===== config.mk =====
export PLATFORM = sky130hd
export DESIGN_NAME = holonomic_odometry_and_wheel_mix_flat
export DESIGN_NICKNAME = d
export VERILOG_FILES = /design/src/hw/rtl/hodom_pkg.sv /design/src/hw/rtl/hodom_if.sv /design/src/hw/rtl/holonomic_odometry_and_wheel_mix.sv /design/src/flat_wrapper.sv
export SDC_FILE = /design/constraint.sdc
export NUM_CORES = 2
export LEC_CHECK = 0
export ABC_AREA = 1
export BUFFER_PORTS_ARGS = -buffer_cell sky130_fd_sc_hd__buf_2
export CORE_MARGIN = 2
export CORE_UTILIZATION = 50
export DETAILED_ROUTE_END_ITERATION = 10
export HOLD_SLACK_MARGIN = 0.06
export PLACE_DENSITY = 0.69
export RECOVER_POWER = 100
export SLEW_MARGIN = 15
export SYNTH_ARGS = -nofsm -noshare
export SYNTH_HDL_FRONTEND = slang
export SYNTH_SLANG_ARGS = --single-unit

===== constraint.sdc =====
create_clock -name clk -period 7.3 [get_ports clk]
set_input_delay 0.365 -clock clk [delete_from_list [all_inputs] [get_ports clk]]
set_output_delay 0.365 -clock clk [all_outputs]
set_load 0.01 [all_outputs]

===== src/hw/rtl/hodom_pkg.sv =====
// Shared widths, constants, motion class codes and the CORDIC angle table.
package hodom_pkg;

	// Field widths
	localparam int VEL_W    = 16;
	localparam int WHEEL_W  = 18;
	localparam int POS_W    = 32;
	localparam int HEAD_W   = 16;
	localparam int DIST_W   = 32;
	localparam int CLASS_W  = 3;
	localparam int OFFSET_W = 16;

	localparam logic [OFFSET_W-1:0] OFFSET_RESET = 16'd128;

	// CORDIC iteration count default and angle table size
	localparam int CORDIC_STEPS_DEF = 16;
	localparam int ATAN_COUNT       = 24;
	localparam int ATAN_IDX_W       = 5;

	// Heading wrap limits, Q4.12, at 18 bits
	localparam logic signed [17:0] PI_Q12     = 18'sd12868;
	localparam logic signed [17:0] TWO_PI_Q12 = 18'sd25736;

	// Quarter turn in Q16 and inverse CORDIC gain in Q16
	localparam logic signed [19:0] HALF_PI_Q16  = 20'sd102944;
	localparam logic signed [16:0] INV_GAIN_Q16 = 17'sd39797;

	// Motion class codes
	localparam logic [CLASS_W-1:0] MC_STILL  = 3'd0;
	localparam logic [CLASS_W-1:0] MC_FWD    = 3'd1;
	localparam logic [CLASS_W-1:0] MC_BACK   = 3'd2;
	localparam logic [CLASS_W-1:0] MC_LEFT   = 3'd3;
	localparam logic [CLASS_W-1:0] MC_RIGHT  = 3'd4;
	localparam logic [CLASS_W-1:0] MC_TURN_L = 3'd5;
	localparam logic [CLASS_W-1:0] MC_TURN_R = 3'd6;

	// atan(2^-i) in Q16, rounded
	function automatic logic [16:0] atan_q16(input logic [ATAN_IDX_W-1:0] idx);
		logic [16:0] a;
		unique case (idx)
			5'd0:    a = 17'd51472;
			5'd1:    a = 17'd30386;
			5'd2:    a = 17'd16055;
			5'd3:    a = 17'd8150;
			5'd4:    a = 17'd4091;
			5'd5:    a = 17'd2047;
			5'd6:    a = 17'd1024;
			5'd7:    a = 17'd512;
			5'd8:    a = 17'd256;
			5'd9:    a = 17'd128;
			5'd10:   a = 17'd64;
			5'd11:   a = 17'd32;
			5'd12:   a = 17'd16;
			5'd13:   a = 17'd8;
			5'd14:   a = 17'd4;
			5'd15:   a = 17'd2;
			5'd16:   a = 17'd1;
			default: a = 17'd0;
		endcase
		return a;
	endfunction

endpackage


===== src/hw/rtl/hodom_if.sv =====
// Valid/ready channel interfaces for velocity commands and odometry results.
interface hodom_cmd_if;
	import hodom_pkg::*;

	logic                    valid;
	logic                    ready;
	logic signed [VEL_W-1:0] vx;
	logic signed [VEL_W-1:0] vy;
	logic signed [VEL_W-1:0] omega;

	modport source (output valid, output vx, output vy, output omega, input ready);
	modport sink   (input valid, input vx, input vy, input omega, output ready);
endinterface

interface hodom_res_if;
	import hodom_pkg::*;

	logic                      valid;
	logic                      ready;
	logic signed [WHEEL_W-1:0] front_left;
	logic signed [WHEEL_W-1:0] front_right;
	logic signed [WHEEL_W-1:0] back_left;
	logic signed [WHEEL_W-1:0] back_right;
	logic signed [POS_W-1:0]   pos_x;
	logic signed [POS_W-1:0]   pos_y;
	logic signed [HEAD_W-1:0]  heading_out;
	logic        [DIST_W-1:0]  distance_out;
	logic        [CLASS_W-1:0] motion_class;

	modport source (
		output valid, output front_left, output front_right, output back_left,
		output back_right, output pos_x, output pos_y, output heading_out,
		output distance_out, output motion_class, input ready
	);
	modport sink (
		input valid, input front_left, input front_right, input back_left,
		input back_right, input pos_x, input pos_y, input heading_out,
		input distance_out, input motion_class, output ready
	);
endinterface


===== src/hw/rtl/holonomic_odometry_and_wheel_mix.sv =====
// Omni wheel mixer and odometry integrator on one shared CORDIC stage and multiplier.
//
//   channel   dir  handshake      content
//   cmd       in   valid/ready    vx, vy (Q8.8), omega (Q4.12)
//   res       out  valid/ready    four wheel speeds, pos_x/pos_y, heading, distance, class
//   cfg_wr_*  in   write enable   wheel_offset (Q8.8)
//
// One item occupies the block until its result is loaded: one
// shift/add stage runs the rotation, then the magnitude vectoring, and one
// multiplier removes the gain and forms omega times the offset.
// cmd.ready is high only while idle. A finished result sits in the output
// register; the last step waits while that register is full and res.ready is low.
// Reset clears position, heading, distance and sets the offset to 0.5.
module holonomic_odometry_and_wheel_mix #(
	parameter int CORDIC_STEPS = hodom_pkg::CORDIC_STEPS_DEF
) (
	input  logic                           clk,
	input  logic                           arst_n,
	hodom_cmd_if.sink                      cmd,
	hodom_res_if.source                    res,
	input  logic                           cfg_wr_en,
	input  logic [hodom_pkg::OFFSET_W-1:0] cfg_wr_data
);
	import hodom_pkg::*;

	localparam int CNT_W = $clog2(CORDIC_STEPS);
	localparam int DP_W  = 36;
	localparam int PR_W  = DP_W + 17;
	localparam logic signed [PR_W-1:0] RND_HALF = 53'sd2147483648;

	// Sequencer states
	localparam logic [3:0] S_IDLE = 4'd0;
	localparam logic [3:0] S_ROT  = 4'd1;
	localparam logic [3:0] S_MX   = 4'd2;
	localparam logic [3:0] S_MY   = 4'd3;
	localparam logic [3:0] S_MT   = 4'd4;
	localparam logic [3:0] S_VL   = 4'd5;
	localparam logic [3:0] S_VEC  = 4'd6;
	localparam logic [3:0] S_MM   = 4'd7;
	localparam logic [3:0] S_FIN  = 4'd8;

	logic [3:0]       state_q;
	logic [CNT_W-1:0] cnt_q;
	logic             out_valid_q;

	logic signed [POS_W-1:0]  pos_x_q;
	logic signed [POS_W-1:0]  pos_y_q;
	logic signed [HEAD_W-1:0] heading_q;
	logic        [DIST_W-1:0] travelled_q;
	logic [OFFSET_W-1:0]      offset_q;

	logic signed [VEL_W-1:0] vx_q;
	logic signed [VEL_W-1:0] vy_q;
	logic signed [VEL_W-1:0] om_q;
	logic signed [DP_W-1:0]  x_q;
	logic signed [DP_W-1:0]  y_q;
	logic signed [19:0]      z_q;
	logic signed [PR_W-1:0]  prod_q;
	logic signed [20:0]      t_q;

	logic signed [WHEEL_W-1:0] fl_q, fr_q, bl_q, br_q;
	logic signed [POS_W-1:0]   px_out_q, py_out_q;
	logic signed [HEAD_W-1:0]  head_out_q;
	logic        [DIST_W-1:0]  dist_out_q;
	logic        [CLASS_W-1:0] class_q;

	function automatic logic signed [WHEEL_W-1:0] sat_wheel(input logic signed [22:0] v);
		logic signed [WHEEL_W-1:0] r;
		if (v > 23'sd131071)
			r = 18'sh1FFFF;
		else if (v < -23'sd131072)
			r = 18'sh20000;
		else
			r = v[WHEEL_W-1:0];
		return r;
	endfunction

	function automatic logic signed [POS_W-1:0] sat_pos(input logic signed [POS_W:0] v);
		logic signed [POS_W-1:0] r;
		if (v[POS_W] != v[POS_W-1])
			r = v[POS_W] ? 32'sh8000_0000 : 32'sh7FFF_FFFF;
		else
			r = v[POS_W-1:0];
		return r;
	endfunction

	function automatic logic signed [17:0] wrap_step(input logic signed [17:0] h);
		logic signed [17:0] r;
		if (h >= PI_Q12)
			r = h - TWO_PI_Q12;
		else if (h < -PI_Q12)
			r = h + TWO_PI_Q12;
		else
			r = h;
		return r;
	endfunction

	// Rotation start vector with the quarter-turn pre-rotation
	logic signed [19:0]     z0;
	logic signed [DP_W-1:0] cvx, cvy, rx0, ry0;
	logic signed [19:0]     rz0;

	always_comb begin
		z0  = {heading_q, 4'b0000};
		cvx = {{4{cmd.vx[VEL_W-1]}}, cmd.vx, 16'b0};
		cvy = {{4{cmd.vy[VEL_W-1]}}, cmd.vy, 16'b0};
		if (z0 > HALF_PI_Q16) begin
			rx0 = -cvy;
			ry0 = cvx;
			rz0 = z0 - HALF_PI_Q16;
		end else if (z0 < -HALF_PI_Q16) begin
			rx0 = cvy;
			ry0 = -cvx;
			rz0 = z0 + HALF_PI_Q16;
		end else begin
			rx0 = cvx;
			ry0 = cvy;
			rz0 = z0;
		end
	end

	// Vectoring start vector: |vx|, vy
	logic signed [DP_W-1:0] qvx, qvy, vx0;

	always_comb begin
		qvx = {{4{vx_q[VEL_W-1]}}, vx_q, 16'b0};
		qvy = {{4{vy_q[VEL_W-1]}}, vy_q, 16'b0};
		vx0 = vx_q[VEL_W-1] ? -qvx : qvx;
	end

	// Shared CORDIC micro-rotation
	logic signed [DP_W-1:0] xs, ys, x_nx, y_nx;
	logic signed [19:0]     z_nx, atan_v;
	logic                   ccw;

	always_comb begin
		xs     = x_q >>> cnt_q;
		ys     = y_q >>> cnt_q;
		atan_v = signed'({3'b000, atan_q16(ATAN_IDX_W'(cnt_q))});
		ccw    = (state_q == S_ROT) ? !z_q[19] : y_q[DP_W-1];
		if (ccw) begin
			x_nx = x_q - ys;
			y_nx = y_q + xs;
			z_nx = z_q - atan_v;
		end else begin
			x_nx = x_q + ys;
			y_nx = y_q - xs;
			z_nx = z_q + atan_v;
		end
	end

	// Shared multiplier operand select
	logic signed [DP_W-1:0] mul_a;
	logic signed [16:0]     mul_b;

	always_comb begin
		case (state_q)
			S_MY: begin
				mul_a = y_q;
				mul_b = INV_GAIN_Q16;
			end
			S_MT: begin
				mul_a = DP_W'(om_q);
				mul_b = signed'({1'b0, offset_q});
			end
			default: begin
				mul_a = x_q;
				mul_b = INV_GAIN_Q16;
			end
		endcase
	end

	// Gain removal with round to nearest, then the accumulations
	logic signed [PR_W-1:0] rnd_sum;
	logic signed [20:0]     unscaled;
	logic signed [POS_W:0]  px_sum, py_sum;
	logic        [19:0]     d_pos;
	logic        [DIST_W:0] dist_sum;
	logic        [DIST_W-1:0] dist_nx;

	always_comb begin
		rnd_sum  = prod_q + RND_HALF;
		unscaled = rnd_sum[PR_W-1:32];
		px_sum   = (POS_W+1)'(pos_x_q) + (POS_W+1)'(unscaled);
		py_sum   = (POS_W+1)'(pos_y_q) + (POS_W+1)'(unscaled);
		d_pos    = unscaled[20] ? 20'd0 : unscaled[19:0];
		dist_sum = {1'b0, travelled_q} + (DIST_W+1)'(d_pos);
		dist_nx  = dist_sum[DIST_W] ? '1 : dist_sum[DIST_W-1:0];
	end

	// Wheel mix, heading wrap and motion class
	logic signed [22:0]       wfl, wfr, wbl, wbr;
	logic signed [17:0]       h_sum, h_wr;
	logic signed [HEAD_W-1:0] head_nx;
	logic        [CLASS_W-1:0] mc;

	always_comb begin
		wfl     = 23'(vx_q) - 23'(vy_q) - 23'(t_q);
		wfr     = 23'(vx_q) + 23'(vy_q) + 23'(t_q);
		wbl     = 23'(vx_q) + 23'(vy_q) - 23'(t_q);
		wbr     = 23'(vx_q) - 23'(vy_q) + 23'(t_q);
		h_sum   = 18'(heading_q) + 18'(om_q);
		h_wr    = wrap_step(wrap_step(h_sum));
		head_nx = h_wr[HEAD_W-1:0];
		if (vx_q > 0)
			mc = MC_FWD;
		else if (vx_q < 0)
			mc = MC_BACK;
		else if (vy_q > 0)
			mc = MC_LEFT;
		else if (vy_q < 0)
			mc = MC_RIGHT;
		else if (om_q > 0)
			mc = MC_TURN_L;
		else if (om_q < 0)
			mc = MC_TURN_R;
		else
			mc = MC_STILL;
	end

	logic cmd_xfer, fin_load, last_iter;

	assign cmd_xfer  = cmd.valid && (state_q == S_IDLE);
	assign fin_load  = (state_q == S_FIN) && (!out_valid_q || res.ready);
	assign last_iter = (cnt_q == CNT_W'(CORDIC_STEPS - 1));

	// Sequencer and architectural state
	always_ff @(posedge clk or negedge arst_n) begin
		if (!arst_n) begin
			state_q     <= S_IDLE;
			cnt_q       <= '0;
			out_valid_q <= 1'b0;
			pos_x_q     <= '0;
			pos_y_q     <= '0;
			heading_q   <= '0;
			travelled_q <= '0;
			offset_q    <= OFFSET_RESET;
		end else begin
			if (cfg_wr_en)
				offset_q <= cfg_wr_data;
			if (fin_load)
				out_valid_q <= 1'b1;
			else if (res.ready)
				out_valid_q <= 1'b0;
			unique case (state_q)
				S_IDLE: begin
					if (cmd_xfer) begin
						state_q <= S_ROT;
						cnt_q   <= '0;
					end
				end
				S_ROT: begin
					cnt_q <= cnt_q + 1'b1;
					if (last_iter) begin
						state_q <= S_MX;
						cnt_q   <= '0;
					end
				end
				S_MX: state_q <= S_MY;
				S_MY: begin
					pos_x_q <= sat_pos(px_sum);
					state_q <= S_MT;
				end
				S_MT: begin
					pos_y_q <= sat_pos(py_sum);
					state_q <= S_VL;
				end
				S_VL: state_q <= S_VEC;
				S_VEC: begin
					cnt_q <= cnt_q + 1'b1;
					if (last_iter) begin
						state_q <= S_MM;
						cnt_q   <= '0;
					end
				end
				S_MM: state_q <= S_FIN;
				S_FIN: begin
					if (fin_load) begin
						travelled_q <= dist_nx;
						heading_q   <= head_nx;
						state_q     <= S_IDLE;
					end
				end
				default: state_q <= S_IDLE;
			endcase
		end
	end

	// Datapath registers
	always_ff @(posedge clk) begin
		prod_q <= mul_a * mul_b;
		if (cmd_xfer) begin
			vx_q <= cmd.vx;
			vy_q <= cmd.vy;
			om_q <= cmd.omega;
			x_q  <= rx0;
			y_q  <= ry0;
			z_q  <= rz0;
		end
		if (state_q == S_ROT || state_q == S_VEC) begin
			x_q <= x_nx;
			y_q <= y_nx;
			z_q <= z_nx;
		end
		if (state_q == S_VL) begin
			t_q <= prod_q[32:12];
			x_q <= vx0;
			y_q <= qvy;
		end
		if (fin_load) begin
			fl_q       <= sat_wheel(wfl);
			fr_q       <= sat_wheel(wfr);
			bl_q       <= sat_wheel(wbl);
			br_q       <= sat_wheel(wbr);
			px_out_q   <= pos_x_q;
			py_out_q   <= pos_y_q;
			head_out_q <= head_nx;
			dist_out_q <= dist_nx;
			class_q    <= mc;
		end
	end

	assign cmd.ready        = (state_q == S_IDLE);
	assign res.valid        = out_valid_q;
	assign res.front_left   = fl_q;
	assign res.front_right  = fr_q;
	assign res.back_left    = bl_q;
	assign res.back_right   = br_q;
	assign res.pos_x        = px_out_q;
	assign res.pos_y        = py_out_q;
	assign res.heading_out  = head_out_q;
	assign res.distance_out = dist_out_q;
	assign res.motion_class = class_q;

	// Heading only moves when a result is loaded
	a_heading_hold: assert property (@(posedge clk) disable iff (!arst_n)
		(state_q != S_FIN) |=> $stable(heading_q))
		else $error("heading changed outside the final step");

	// A new result appears only out of the final step
	a_valid_src: assert property (@(posedge clk) disable iff (!arst_n)
		$rose(res.valid) |-> ($past(state_q) == S_FIN))
		else $error("result valid raised outside the final step");

	// Travelled distance never decreases
	a_dist_mono: assert property (@(posedge clk) disable iff (!arst_n)
		1'b1 |=> (travelled_q >= $past(travelled_q)))
		else $error("travelled distance decreased");

endmodule

===== src/flat_wrapper.sv =====
// flat-port wrapper written by rule: the top's interface ports become plain ports
module holonomic_odometry_and_wheel_mix_flat import hodom_pkg::*;
#(
	parameter int CORDIC_STEPS = hodom_pkg::CORDIC_STEPS_DEF
)
  (clk, arst_n, cfg_wr_en, cfg_wr_data, cmd_valid, cmd_vx, cmd_vy, cmd_omega, cmd_ready, res_valid, res_front_left, res_front_right, res_back_left, res_back_right, res_pos_x, res_pos_y, res_heading_out, res_distance_out, res_motion_class, res_ready);
  hodom_cmd_if cmd_i ();
  hodom_res_if res_i ();
  input  logic clk;
  input  logic arst_n;
  input  logic cfg_wr_en;
  input  logic [hodom_pkg::OFFSET_W-1:0] cfg_wr_data;
  input wire logic [$bits(cmd_i.valid)-1:0] cmd_valid;
  input wire logic [$bits(cmd_i.vx)-1:0] cmd_vx;
  input wire logic [$bits(cmd_i.vy)-1:0] cmd_vy;
  input wire logic [$bits(cmd_i.omega)-1:0] cmd_omega;
  output wire logic [$bits(cmd_i.ready)-1:0] cmd_ready;
  output wire logic [$bits(res_i.valid)-1:0] res_valid;
  output wire logic [$bits(res_i.front_left)-1:0] res_front_left;
  output wire logic [$bits(res_i.front_right)-1:0] res_front_right;
  output wire logic [$bits(res_i.back_left)-1:0] res_back_left;
  output wire logic [$bits(res_i.back_right)-1:0] res_back_right;
  output wire logic [$bits(res_i.pos_x)-1:0] res_pos_x;
  output wire logic [$bits(res_i.pos_y)-1:0] res_pos_y;
  output wire logic [$bits(res_i.heading_out)-1:0] res_heading_out;
  output wire logic [$bits(res_i.distance_out)-1:0] res_distance_out;
  output wire logic [$bits(res_i.motion_class)-1:0] res_motion_class;
  input wire logic [$bits(res_i.ready)-1:0] res_ready;
  assign cmd_i.valid = cmd_valid;
  assign cmd_i.vx = cmd_vx;
  assign cmd_i.vy = cmd_vy;
  assign cmd_i.omega = cmd_omega;
  assign cmd_ready = cmd_i.ready;
  assign res_valid = res_i.valid;
  assign res_front_left = res_i.front_left;
  assign res_front_right = res_i.front_right;
  assign res_back_left = res_i.back_left;
  assign res_back_right = res_i.back_right;
  assign res_pos_x = res_i.pos_x;
  assign res_pos_y = res_i.pos_y;
  assign res_heading_out = res_i.heading_out;
  assign res_distance_out = res_i.distance_out;
  assign res_motion_class = res_i.motion_class;
  assign res_i.ready = res_ready;
  holonomic_odometry_and_wheel_mix #(.CORDIC_STEPS(CORDIC_STEPS)) u_core (.clk(clk), .arst_n(arst_n), .cmd(cmd_i), .res(res_i), .cfg_wr_en(cfg_wr_en), .cfg_wr_data(cfg_wr_data));
endmodule

==> results.cfg <==
[run_status]
run_status = finished with violations
violations = capacitance limit, slew limit

[sta]
fin_crit_ns = 7.16
skew_ns = 0.0604
finalHoldViolCount = 0
relSlewSlack_pct = -96.9
fmax_mhz = 140
setup_viol = 0
maxSlewViolCount = 51
fin_tns_setup_ns = 0
timing.final.crit_share_pct = 98.1
rsz0062_at_grt = true
worst_pin_slew_ns = 2.95

[layout]
fin_cells = 10400
final_core_util_pct = 58.6
area_growth_pct = 16.4
drive_above_1_share_pct = 13.5
stdcell_area_um2 = 72300
nets = 9828
diodes = 0
nFillCells = 11400

[worst_setup_path]
crit_buf_inv = 13
critPathMaxStageDelay_ns = 0.56
slowest_stage = fa_1
path_class = register to register
path_common_cell = fa_1
end_kind = register
cp_max_fo = 21
cp-start-kind = register
required_ns = 7.84
arrival_ns = 7.70
path_delay_family = adder cells

[synthesis]
synth_top_cell_by_area = fa_1
postSynthAreaPerCell_um2 = 7.66
yosysMostFrequentCell = nand2_1
synth_flop_cell = edfxtp_1
synthTopCellsByArea = fa_1 (18%), edfxtp_1 (16%), nand2_1 (10%)
async_flop_share_pct = 26.0
synth_seq_cells = 526
syn_nets = 9189
synth.distinct_cells = 77
syn_inst = 8113
yosysWarningCount = 0
yosys.area.top_type_share_pct = 17.9
synthTopCellsByCount = nand2_1 (1738), inv_1 (1430), nor2_1 (734), a21oi_1 (573), fa_1 (556)
yosysSeqAreaShare_pct = 23.4
synth_edf_count = 332
synth_area_um2 = 62100

[clock_tree]
cts_made_buffers = 66
clkLatencyLatePin_ns = 0.70
cts_tree = yes
numClockSinks = 526
clk_pin_slew_ns = 0.07
cts.htree.levels = 3
root_buffer = clkbuf_16
clock_path_buffers = 3

[drt]
vias = 56800
drc = 0
routed_wirelength_um = 204000
dr.pass1.iters = 6
ant_nets = 0
drtIter0Drc = 5416
via_per_inst = 5.44
post_drt_wl_per_cell_um = 19.5

[die]
initial_utilization_pct = 50.3
die_y_um = 357
dieArea_um2 = 127000
core_area_um2 = 123000
num_rows = 129
ios = 258
dieWidth_um = 357

[grt]
grt_pass1_wl_um = 313000
grt_start_max_net_pins = 134
antenna_found_initial = 9
overflow = 0
grt_pass1_vias = 55300
track_usage_pct = 31.8

[place]
io_buffer_count = 257
placed_area_um2 = 68100
dpl.hpwl_um = 165000
placed_cells = 10200
routabilityCongestion = 1.00

[worst_hold_path]
hp-class = primary input to register

[flow_run]
maxCapViolCount = 1
==> per-layer routing <==
metal | routed length (um) | vias up | track usage [%]
met5 | 27 | - | 0.778
met4 | 8450 | 4 | 12.5
met3 | 17400 | 347 | 5.16
met2 | 89700 | 2179 | 49.4
met1 | 87900 | 27100 | 44.5
li1 | - | 27100 | -
==> cells by family (layout without fill, tap and decap cells) <==
| kind of cell | Yosys count | in the layout | share of synthesized area [%] |
|---|---|---|---|
| AOI/OAI and AO/OA | 1470 | 1470 | 13.2 |
| DFF | 526 | 526 | 23.4 |
| adders and majority gates | 1007 | 1007 | 27.0 |
| xor gates and xnor gates | 388 | 388 | 5.49 |
| muxes | 57 | 57 | 0.940 |
| buffers and inverters | 1709 | 2400 | 10.6 |
| and+or+nand+nor | 2956 | 2956 | 19.4 |
==> layout make-up <==
cell class              count  area, um2  share of cell area [%]
clock buffers              80       1720                    2.38
repair buffers            816       5910                    8.17
inverters                1464       5520                    7.64
well taps                1637       2050                    2.83
flip-flops and latches    526      14500                    20.1
clock inverters            40        539                   0.746
multi-input cells        5878      42000                    58.1
==> worst paths after layout <==
check                                        from  slack (ns)  depth (start not counted)            endpoint
worst min register to register  u_core.prod_q[14]        0.40                          0       u_core.t_q[2]
min in group asynchronous                  arst_n        1.17                          2  u_core.pos_x_q[25]
worst max-delay path            u_core.state_q[2]        0.14                         32   u_core.prod_q[50]
worst min-delay path                    cfg_wr_en        0.13                          3  u_core.offset_q[7]
max in group asynchronous                  arst_n        4.03                          3     u_core.cnt_q[0]
worst max register to register  u_core.state_q[2]        0.14                         32   u_core.prod_q[50]
==> cell usage in the layout (no fill, tap or decap), drive strengths merged, types with 26 or more instances in the layout <==
| cell type | n |
|---|---|
| mux2i | 46 |
| nand3 | 222 |
| edfxtp | 332 |
| o21ai | 586 |
| or2 | 31 |
| clkbuf | 119 |
| xnor2 | 112 |
| a31oi | 49 |
| o211ai | 37 |
| nor3 | 74 |
| a21oi | 578 |
| dlygate4sd3 | 66 |
| ha | 451 |
| inv | 1461 |
| fa | 556 |
| a21boi | 50 |
| clkinv | 30 |
| o21bai | 26 |
| dfxtp | 57 |
| buf | 711 |
| dfrtp | 136 |
| nand2 | 1785 |
| nor4 | 27 |
| nand4 | 42 |
| nor2 | 751 |
| xor2 | 275 |
==> registers in the layout, summed over array words and instances (netlist names), 4 cells and up <==
| signal | count |
|---|---|
| u_core.res.distance_out | 32 |
| u_core.pos_y_q | 32 |
| u_core.offset_q | 16 |
| u_core.res.pos_x | 32 |
| u_core.cnt_q | 4 |
| u_core.travelled_q | 32 |
| u_core.res.front_right | 18 |
| u_core.res.pos_y | 32 |
| u_core.vy_q | 16 |
| u_core.pos_x_q | 32 |
| u_core.res.back_right | 18 |
| u_core.vx_q | 16 |
| u_core.z_q | 20 |
| u_core.res.back_left | 18 |
| u_core.res.front_left | 18 |
| u_core.res.heading_out | 16 |
| u_core.prod_q | 41 |
| u_core.t_q | 21 |
| u_core.y_q | 36 |
| u_core.heading_q | 16 |
| u_core.om_q | 16 |
| u_core.x_q | 36 |
| u_core.state_q | 4 |
==> per-stage QoR <==
stage          setup WS [ns]  hold slack (ns)
2_1_floorplan        0.00859           0.0694
3_3_place_gp          -0.512            0.351
3_5_place_dp          -0.582            0.351
4_1_cts             -0.00218           0.0889
5_1_grt               -0.174            0.168
6_report               0.135            0.133
==> worst min-delay path, stage by stage <==
cell	delay [ns]
buf_2	0.25
nand2_1	0.11
o21ai_0	0.07
==> what timing repair did <==
action / 4_1_cts / 5_1_grt
buffers inserted: 12 / 21
setup endpoints to repair: 27 / 26
pin swaps: 25 / 101
hold buffers: 66 / 0
gates resized for setup: 85 / 219
endpoints found under the hold margin: 113 / 0
Power is left out: the tool's default activity adds up to more than one toggle a clock period on the data nets, which glitch-free logic cannot reach.
